==> config.mk <==
export PLATFORM = sky130hd
export DESIGN_NAME = primality_trial_division_unit
export DESIGN_NICKNAME = d
export VERILOG_FILES = /design/src/rtl/ptd_pkg.sv /design/src/rtl/ptd_sequencer.sv /design/src/rtl/ptd_datapath.sv /design/src/rtl/primality_trial_division_unit.sv
export VERILOG_INCLUDE_DIRS = /design/src /design/src/rtl
export SDC_FILE = /design/constraint.sdc
export NUM_CORES = 1
export LEC_CHECK = 0
export BUFFER_PORTS_ARGS = -buffer_cell sky130_fd_sc_hd__buf_2
export CORE_ASPECT_RATIO = 1.75
export CORE_MARGIN = 8
export CORE_UTILIZATION = 30
export CTS_CLUSTER_DIAMETER = 200
export CTS_CLUSTER_SIZE = 14
export DETAILED_ROUTE_END_ITERATION = 7
export SYNTH_ARGS = -nofsm -noshare
export SYNTH_HDL_FRONTEND = slang
export SYNTH_SLANG_ARGS = --single-unit
==> constraint.sdc <==
create_clock -name clk_i -period 3.4 [get_ports clk_i]
set_input_delay 0.17 -clock clk_i [delete_from_list [all_inputs] [get_ports clk_i]]
set_output_delay 0.17 -clock clk_i [all_outputs]
set_load 0.02 [all_outputs]
==> src/rtl/primality_trial_division_unit_macros.svh <==
// Assertion macros used by the datapath of the primality trial division unit.
`ifndef PRIMALITY_TRIAL_DIVISION_UNIT_MACROS_SVH
`define PRIMALITY_TRIAL_DIVISION_UNIT_MACROS_SVH

// Same-cycle implication, clocked on clk_i, off while rst_ni is low.
`define PTD_ASSERT_IMP(lbl, ante, cons) \
  lbl: assert property (@(posedge clk_i) disable iff (!rst_ni) (ante) |-> (cons)) \
    else $error("ptd: same-cycle check failed");

// Next-cycle implication, clocked on clk_i, off while rst_ni is low.
`define PTD_ASSERT_NXT(lbl, ante, cons) \
  lbl: assert property (@(posedge clk_i) disable iff (!rst_ni) (ante) |=> (cons)) \
    else $error("ptd: next-cycle check failed");

`endif

==> src/rtl/ptd_pkg.sv <==
// Package: widths, micro-operation codes and control structs of the unit.
`timescale 1ns / 1ps

package ptd_pkg;

  localparam int DATA_WIDTH = 32;
  localparam int CNT_W      = $clog2(DATA_WIDTH + 1);
  localparam int UPC_W      = 4;

  // Datapath micro-operations
  typedef enum logic [2:0] {
    OP_NOP,
    OP_ACCEPT,
    OP_DIV_START,
    OP_DIV_STEP,
    OP_INC_D,
    OP_CLR_RESULT,
    OP_SET_RESULT,
    OP_PUT
  } op_e;

  // Jump conditions
  typedef enum logic [2:0] {
    C_ALWAYS,
    C_NEVER,
    C_NO_ITEM,
    C_LE_ONE,
    C_DIV_BUSY,
    C_D_GT_Q,
    C_REM_ZERO,
    C_OUT_BUSY
  } cond_e;

  // One control word of the program
  typedef struct packed {
    op_e              op;
    cond_e            cond;
    logic [UPC_W-1:0] target;
  } ucode_t;

  // Sequencer to datapath
  typedef struct packed {
    op_e op;
  } ctrl_t;

  // Datapath to sequencer
  typedef struct packed {
    logic le_one;
    logic div_busy;
    logic d_gt_q;
    logic rem_zero;
    logic out_busy;
  } status_t;

endpackage

==> src/rtl/ptd_sequencer.sv <==
// Microcode sequencer: program ROM, step counter and conditional jumps.
`timescale 1ns / 1ps

module ptd_sequencer (
  input  logic             clk_i,
  input  logic             rst_ni,
  input  logic             in_valid_i,
  input  ptd_pkg::status_t status_i,
  output ptd_pkg::ctrl_t   ctrl_o
);
  import ptd_pkg::*;

  // Program entry points
  localparam logic [UPC_W-1:0] L_IDLE   = UPC_W'(0);
  localparam logic [UPC_W-1:0] L_DIV    = UPC_W'(2);
  localparam logic [UPC_W-1:0] L_STEP   = UPC_W'(3);
  localparam logic [UPC_W-1:0] L_FALSE  = UPC_W'(7);
  localparam logic [UPC_W-1:0] L_TRUE   = UPC_W'(8);
  localparam logic [UPC_W-1:0] L_PUT    = UPC_W'(9);

  // Program: take an item; values below two are not prime; else divide by d = 2, 3, ...
  // until d > n / d (prime) or a zero remainder (not prime), then hand over the result.
  function automatic ucode_t rom(input logic [UPC_W-1:0] addr);
    ucode_t w;
    begin
      case (addr)
        4'd0:    w = '{op: OP_ACCEPT,     cond: C_NO_ITEM,  target: L_IDLE};
        4'd1:    w = '{op: OP_NOP,        cond: C_LE_ONE,   target: L_FALSE};
        4'd2:    w = '{op: OP_DIV_START,  cond: C_NEVER,    target: L_IDLE};
        4'd3:    w = '{op: OP_DIV_STEP,   cond: C_DIV_BUSY, target: L_STEP};
        4'd4:    w = '{op: OP_NOP,        cond: C_D_GT_Q,   target: L_TRUE};
        4'd5:    w = '{op: OP_NOP,        cond: C_REM_ZERO, target: L_FALSE};
        4'd6:    w = '{op: OP_INC_D,      cond: C_ALWAYS,   target: L_DIV};
        4'd7:    w = '{op: OP_CLR_RESULT, cond: C_ALWAYS,   target: L_PUT};
        4'd8:    w = '{op: OP_SET_RESULT, cond: C_NEVER,    target: L_IDLE};
        4'd9:    w = '{op: OP_PUT,        cond: C_OUT_BUSY, target: L_PUT};
        4'd10:   w = '{op: OP_NOP,        cond: C_ALWAYS,   target: L_IDLE};
        default: w = '{op: OP_NOP,        cond: C_ALWAYS,   target: L_IDLE};
      endcase
      return w;
    end
  endfunction

  logic [UPC_W-1:0] upc_q, upc_d;
  ucode_t           word;
  logic             taken;

  assign word = rom(upc_q);

  // Evaluate the jump condition of the current word
  always_comb begin
    case (word.cond)
      C_ALWAYS:   taken = 1'b1;
      C_NEVER:    taken = 1'b0;
      C_NO_ITEM:  taken = !in_valid_i;
      C_LE_ONE:   taken = status_i.le_one;
      C_DIV_BUSY: taken = status_i.div_busy;
      C_D_GT_Q:   taken = status_i.d_gt_q;
      C_REM_ZERO: taken = status_i.rem_zero;
      C_OUT_BUSY: taken = status_i.out_busy;
      default:    taken = 1'b0;
    endcase
  end

  // Jump or advance
  assign upc_d     = taken ? word.target : upc_q + UPC_W'(1);
  assign ctrl_o.op = word.op;

  always_ff @(posedge clk_i or negedge rst_ni) begin
    if (!rst_ni) begin
      upc_q <= L_IDLE;
    end else begin
      upc_q <= upc_d;
    end
  end

endmodule

==> src/rtl/ptd_datapath.sv <==
// Datapath: candidate and divisor registers, bit-serial divider, result register.
`timescale 1ns / 1ps
`include "primality_trial_division_unit_macros.svh"

module ptd_datapath (
  input  logic                           clk_i,
  input  logic                           rst_ni,
  input  ptd_pkg::ctrl_t                 ctrl_i,
  output ptd_pkg::status_t               status_o,
  input  logic                           in_valid_i,
  output logic                           in_ready_o,
  input  logic [ptd_pkg::DATA_WIDTH-1:0] candidate_i,
  output logic                           out_valid_o,
  input  logic                           out_ready_i,
  output logic                           is_prime_o
);
  import ptd_pkg::*;

  logic [DATA_WIDTH-1:0] n_q, n_d;
  logic [DATA_WIDTH-1:0] d_q, d_d;
  logic [DATA_WIDTH-1:0] rem_q, rem_d;
  logic [DATA_WIDTH-1:0] quo_q, quo_d;
  logic [CNT_W-1:0]      cnt_q, cnt_d;
  logic                  res_q, res_d;
  logic                  out_valid_q, out_valid_d;
  logic                  is_prime_q, is_prime_d;

  logic [DATA_WIDTH:0]   shifted;
  logic [DATA_WIDTH:0]   diff;
  logic                  fits;
  logic                  out_busy;

  // One restoring division step: shift the next dividend bit in, try d
  assign shifted = {rem_q, quo_q[DATA_WIDTH-1]};
  assign diff    = shifted - {1'b0, d_q};
  assign fits    = !diff[DATA_WIDTH];

  assign out_busy   = out_valid_q && !out_ready_i;
  assign in_ready_o = (ctrl_i.op == OP_ACCEPT);

  // Next values of all registers
  always_comb begin
    n_d         = n_q;
    d_d         = d_q;
    rem_d       = rem_q;
    quo_d       = quo_q;
    cnt_d       = cnt_q;
    res_d       = res_q;
    out_valid_d = out_valid_q && !out_ready_i;
    is_prime_d  = is_prime_q;
    case (ctrl_i.op)
      OP_ACCEPT: begin
        if (in_valid_i) begin
          n_d = candidate_i;
          d_d = DATA_WIDTH'(2);
        end
      end
      OP_DIV_START: begin
        rem_d = '0;
        quo_d = n_q;
        cnt_d = CNT_W'(DATA_WIDTH);
      end
      OP_DIV_STEP: begin
        if (cnt_q != '0) begin
          rem_d = fits ? diff[DATA_WIDTH-1:0] : shifted[DATA_WIDTH-1:0];
          quo_d = {quo_q[DATA_WIDTH-2:0], fits};
          cnt_d = cnt_q - CNT_W'(1);
        end
      end
      OP_INC_D:      d_d   = d_q + DATA_WIDTH'(1);
      OP_CLR_RESULT: res_d = 1'b0;
      OP_SET_RESULT: res_d = 1'b1;
      OP_PUT: begin
        if (!out_busy) begin
          out_valid_d = 1'b1;
          is_prime_d  = res_q;
        end
      end
      default: ;
    endcase
  end

  // Hold control state under reset; payload registers run free
  always_ff @(posedge clk_i or negedge rst_ni) begin
    if (!rst_ni) begin
      cnt_q       <= '0;
      d_q         <= DATA_WIDTH'(2);
      out_valid_q <= 1'b0;
    end else begin
      cnt_q       <= cnt_d;
      d_q         <= d_d;
      out_valid_q <= out_valid_d;
    end
  end

  always_ff @(posedge clk_i) begin
    n_q        <= n_d;
    rem_q      <= rem_d;
    quo_q      <= quo_d;
    res_q      <= res_d;
    is_prime_q <= is_prime_d;
  end

  // Status back to the sequencer
  assign status_o.le_one   = n_q[DATA_WIDTH-1] || (n_q[DATA_WIDTH-1:1] == '0);
  assign status_o.div_busy = (cnt_q != '0);
  assign status_o.d_gt_q   = (d_q > quo_q);
  assign status_o.rem_zero = (rem_q == '0);
  assign status_o.out_busy = out_busy;

  assign out_valid_o = out_valid_q;
  assign is_prime_o  = is_prime_q;

  // A finished division leaves a remainder below the divisor
  `PTD_ASSERT_IMP(a_rem_below_d, $fell(cnt_q != '0), rem_q < d_q)
  // Prime is only claimed once the divisor has passed the quotient
  `PTD_ASSERT_IMP(a_prime_bound, ctrl_i.op == OP_SET_RESULT, d_q > quo_q)
  // Output valid only rises at the hand-over step
  `PTD_ASSERT_IMP(a_no_overwrite, out_valid_d && !out_valid_q, ctrl_i.op == OP_PUT)
  // The divisor never drops below two
  `PTD_ASSERT_NXT(a_d_floor, 1'b1, d_q >= DATA_WIDTH'(2))

endmodule

==> src/rtl/primality_trial_division_unit.sv <==
// Top level of the trial-division primality unit.
//
//   channel   valid        ready        payload
//   input     in_valid_i   in_ready_o   candidate_i  (signed, DATA_WIDTH bits)
//   output    out_valid_o  out_ready_i  is_prime_o   (1 bit)
//
// One item at a time. Each trial divisor takes one pass of the one-bit-per-cycle
// restoring divider; candidates below 2 skip the division loop and are not prime.
// Reset clears the step counter, bit counter, divisor and output valid; nothing else needs it.
// A result waiting on out_ready_i does not block the next item from being taken;
// the program only stalls at its hand-over step while the output register is full.
`timescale 1ns / 1ps

module primality_trial_division_unit (
  input  logic                           clk_i,
  input  logic                           rst_ni,
  input  logic                           in_valid_i,
  output logic                           in_ready_o,
  input  logic [ptd_pkg::DATA_WIDTH-1:0] candidate_i,
  output logic                           out_valid_o,
  input  logic                           out_ready_i,
  output logic                           is_prime_o
);
  import ptd_pkg::*;

  ctrl_t   ctrl;
  status_t status;

  // Program sequencer
  ptd_sequencer u_seq (
    .clk_i      (clk_i),
    .rst_ni     (rst_ni),
    .in_valid_i (in_valid_i),
    .status_i   (status),
    .ctrl_o     (ctrl)
  );

  // Datapath
  ptd_datapath u_dp (
    .clk_i       (clk_i),
    .rst_ni      (rst_ni),
    .ctrl_i      (ctrl),
    .status_o    (status),
    .in_valid_i  (in_valid_i),
    .in_ready_o  (in_ready_o),
    .candidate_i (candidate_i),
    .out_valid_o (out_valid_o),
    .out_ready_i (out_ready_i),
    .is_prime_o  (is_prime_o)
  );

endmodule

==> results.sh <==
export IMPL_antenna_found_initial=0
export IMPL_instances_no_fill=1419
export IMPL_start_kind="flop"
export IMPL_cp_slowest_cell="a2111o_1"
export IMPL_yosys_cell_count_top_type="nand2_1"
export IMPL_place_gp_congestion=0.849
export IMPL_cts_inserted_buffers=17
export IMPL_clk_latency_ns=0.43
export IMPL_cts_tree="yes"
export IMPL_fin_skew_ns=0.0102
export IMPL_die_area_um2=35700
export IMPL_drt_initial_drc_count=411
export IMPL_yosys_top_cells_count="106 x nand2_1, 98 x edfxtp_1, 80 x inv_1"
export IMPL_fillers=2960
export IMPL_dp_hpwl_um=16500
export IMPL_nNetsFinal=1130
export IMPL_path_cells="ha_1 > a21oi_1 > o21bai_1 > a21oi_1 > buf_4 > a2bb2oi_4 > o211ai_2 > a2111o_1 > o211ai_4 > buf_12 > buf_12 > mux2_1 > nor2_1"
export IMPL_wl_um=22200
export IMPL_worstPathArrival_ns=3.52
export IMPL_yosysWarnings=0
export IMPL_htree_levels=4
export IMPL_place_area_um2=9750
export IMPL_rows=83
export IMPL_synth_seq_area_share_pct=45.0
export IMPL_period_share_pct=95.6
export IMPL_vias=7122
export IMPL_syn_to_final_growth_pct=21.0
export IMPL_p_per_area_nw_per_um2=1040
export IMPL_avgSynthCellArea_um2=9.66
export IMPL_maxSlewHeadroom_pct=53.0
export IMPL_max_stage_delay_ns=0.48
export IMPL_routed_via_density=5.02
export IMPL_clock_sinks=141
export IMPL_crit_path_max_fanout=8
export IMPL_grt_pass1_vias=7197
export IMPL_synth_top_cell_by_area="edfxtp_1"
export IMPL_tightest_slew_ns=0.699
export IMPL_initial_core_util_pct=30.5
export IMPL_rsz0062_at_grt="false"
export IMPL_num_io_pins=39
export IMPL_cts_clk_slew_worst_paths_ns=0.06
export IMPL_drive_gt1_share_pct=12.3
export IMPL_critPathKind="flop to flop"
export IMPL_p_leak_nw=4.52
export IMPL_hold_viol=0
export IMPL_final_util_pct=36.9
export IMPL_cts_root_buf="clkbuf_16"
export IMPL_drtPass1Iterations=5
export IMPL_ant_nets=0
export IMPL_drv_slew=0
export IMPL_synth_top_area_share_pct=33.0
export IMPL_dp_cells=1351
export IMPL_cp_top_family="compound AO/OA/AOI/OAI gates"
export IMPL_status="finished clean"
export IMPL_synth_cell_area_um2=8930
export IMPL_setup_tns_ns=0
export IMPL_whs_ns=0.135
export IMPL_fin_area_um2=10800
export IMPL_syn_inst=924
export IMPL_crit_required_ns=3.67
export IMPL_num_antenna_cells=0
export IMPL_yosysUniqueCellTypes=68
export IMPL_cts_buffer_depth=2
export IMPL_die_x_um=146
export IMPL_core_area_um2=29300
export IMPL_grt_use_total_pct=12.4
export IMPL_crit_buf_inv=3
export IMPL_ir_worst_vdd_uv=648
export IMPL_max_freq_ghz=0.308
export IMPL_grt_pass1_wl_um=35600
export IMPL_wl_per_cell_um=15.6
export IMPL_holdCritPathClass="primary input to flop"
export IMPL_grt_max_degree=60
export IMPL_synth_async_sr_flop_share_pct=30.5
export IMPL_synthTopCellsByArea="edfxtp_1 33%, dfrtp_1 12%, ha_1 9.7%"
export IMPL_cap_violations=0
export IMPL_fin_crit_ns=3.25
export IMPL_die_y_um=244
export IMPL_critPathCaptureType="flop"
export IMPL_drc=0
export IMPL_synthFlopType="edfxtp_1"
export IMPL_synth_edf_count=98
export IMPL_synth_seq_cells=141
export IMPL_setup_viol=0
export IMPL_io_buffers=38
export IMPL_grt_overflow=0
export IMPL_synth_nets=1030
routing by layer:
layer / part of all wire [%] / track usage (%) / vias to the layer above / wire [um]
met3: 2.7 / 2.07 / 51 / 593
met2: 55 / 23.6 / 138 / 12100
met5: 0 / 0 / - / 0
li1: - / - / 3570 / -
met4: 5.2 / 7.73 / 0 / 1150
met1: 38 / 12.2 / 3363 / 8320
worst register-to-register path, delay by kind of cell (launching register included):
family | cells | cell delay (ns)
muxes | 1 | 0.33
DFF | 1 | 0.45
adders and majority gates | 1 | 0.34
buffers and inverters | 3 | 0.45
and+or+nand+nor | 1 | 0.09
AOI/OAI and AO/OA | 7 | 1.43
where the power goes:
group | internal (W) | switching [W] | leakage [nW]
clock | 0.00128 | 0.000719 | 0.313
sequential | 0.00275 | 0.000393 | 1.50
combinational | 0.00259 | 0.00349 | 2.70
cell usage in the layout (no fill, tap or decap), types with 4 or more instances in the layout:
cell type,instances
xor2_1,7
a31oi_1,7
buf_4,33
ha_1,69
and4_1,6
o211ai_1,9
inv_1,80
dfrtp_1,41
nor4_1,24
nor2b_1,9
bufinv_16,4
o21bai_1,6
nand2b_1,16
xnor2_1,19
a211oi_1,7
a21oi_1,47
nand2_1,105
o31ai_1,8
o21ai_0,68
nand3_1,34
clkinv_2,4
nor3_1,14
mux2_1,4
o22ai_1,4
a21o_1,24
o21a_1,7
and3_1,10
mux2i_1,34
edfxtp_1,98
nor2_1,69
and2_1,4
buf_12,4
dlygate4sd3_1,33
buf_2,38
clkbuf_16,19
nand4_1,15
layout make-up:
type / count / area [um^2] / share of cell area [%]
multi-input combinational: 674 / 4470 / 41.4
clock buffer: 21 / 470 / 4.36
sequential: 141 / 4020 / 37.2
tap: 382 / 478 / 4.43
clock inverter: 11 / 165 / 1.53
timing repair buffer: 110 / 898 / 8.32
inverter: 80 / 300 / 2.78
registers in the layout (all words and copies together), names as in the netlist:
| register | cells |
|---|---|
| u_dp.d_q | 32 |
| u_dp.n_q | 32 |
| u_dp.quo_q | 32 |
| u_dp.rem_q | 32 |
| u_dp.cnt_q | 6 |
| u_seq.upc_q | 4 |
| u_dp.is_prime_o | 1 |
| u_dp.out_valid_o | 1 |
| u_dp.res_q | 1 |
through the flow:
stage | power (W) | worst slack (ns)
CTS | 0.0110 | 0.0421
floorplan | 0.00738 | 0.312
global placement | 0.00880 | 0.140
global route | 0.0121 | 0.00486
detailed placement | 0.00889 | 0.0611
finish | 0.0112 | 0.150
logic make-up after synthesis:
group                      synth area share, %
AOI/OAI and AO/OA                         15.6
xor gates and xnor gates                  2.55
adders and majority gates                 9.90
buffers and inverters                     5.16
DFF                                       45.0
muxes                                     4.44
and+or+nand+nor                           17.3
timing repair:
action                                 CTS  global route
resized for setup                        0             4
endpoints found under the hold margin   46             0
hold buffers                            33             0
buffers inserted                         0             1
setup endpoints to repair                0            30
final timing paths:
check	start	endpoint	slack [ns]	cells past startpoint
max	u_dp.rem_q[12]$_SDFFCE_PN0P_	u_dp.rem_q[5]$_SDFFCE_PN0P_	0.15	13
min	out_ready_i	u_dp.out_valid_o$_DFF_PN0_	0.13	3
max reg2reg	u_dp.rem_q[12]$_SDFFCE_PN0P_	u_dp.rem_q[5]$_SDFFCE_PN0P_	0.15	13
min reg2reg	u_dp.res_q$_DFFE_PP_	u_dp.is_prime_o$_DFFE_PP_	0.42	0
max in group asynchronous	rst_ni	u_dp.d_q[1]$_DFFE_PN1P_	2.41	3
min in group asynchronous	rst_ni	u_dp.cnt_q[2]$_DFFE_PN0P_	0.21	2
Note: power is estimated with default switching activity, not from simulation.
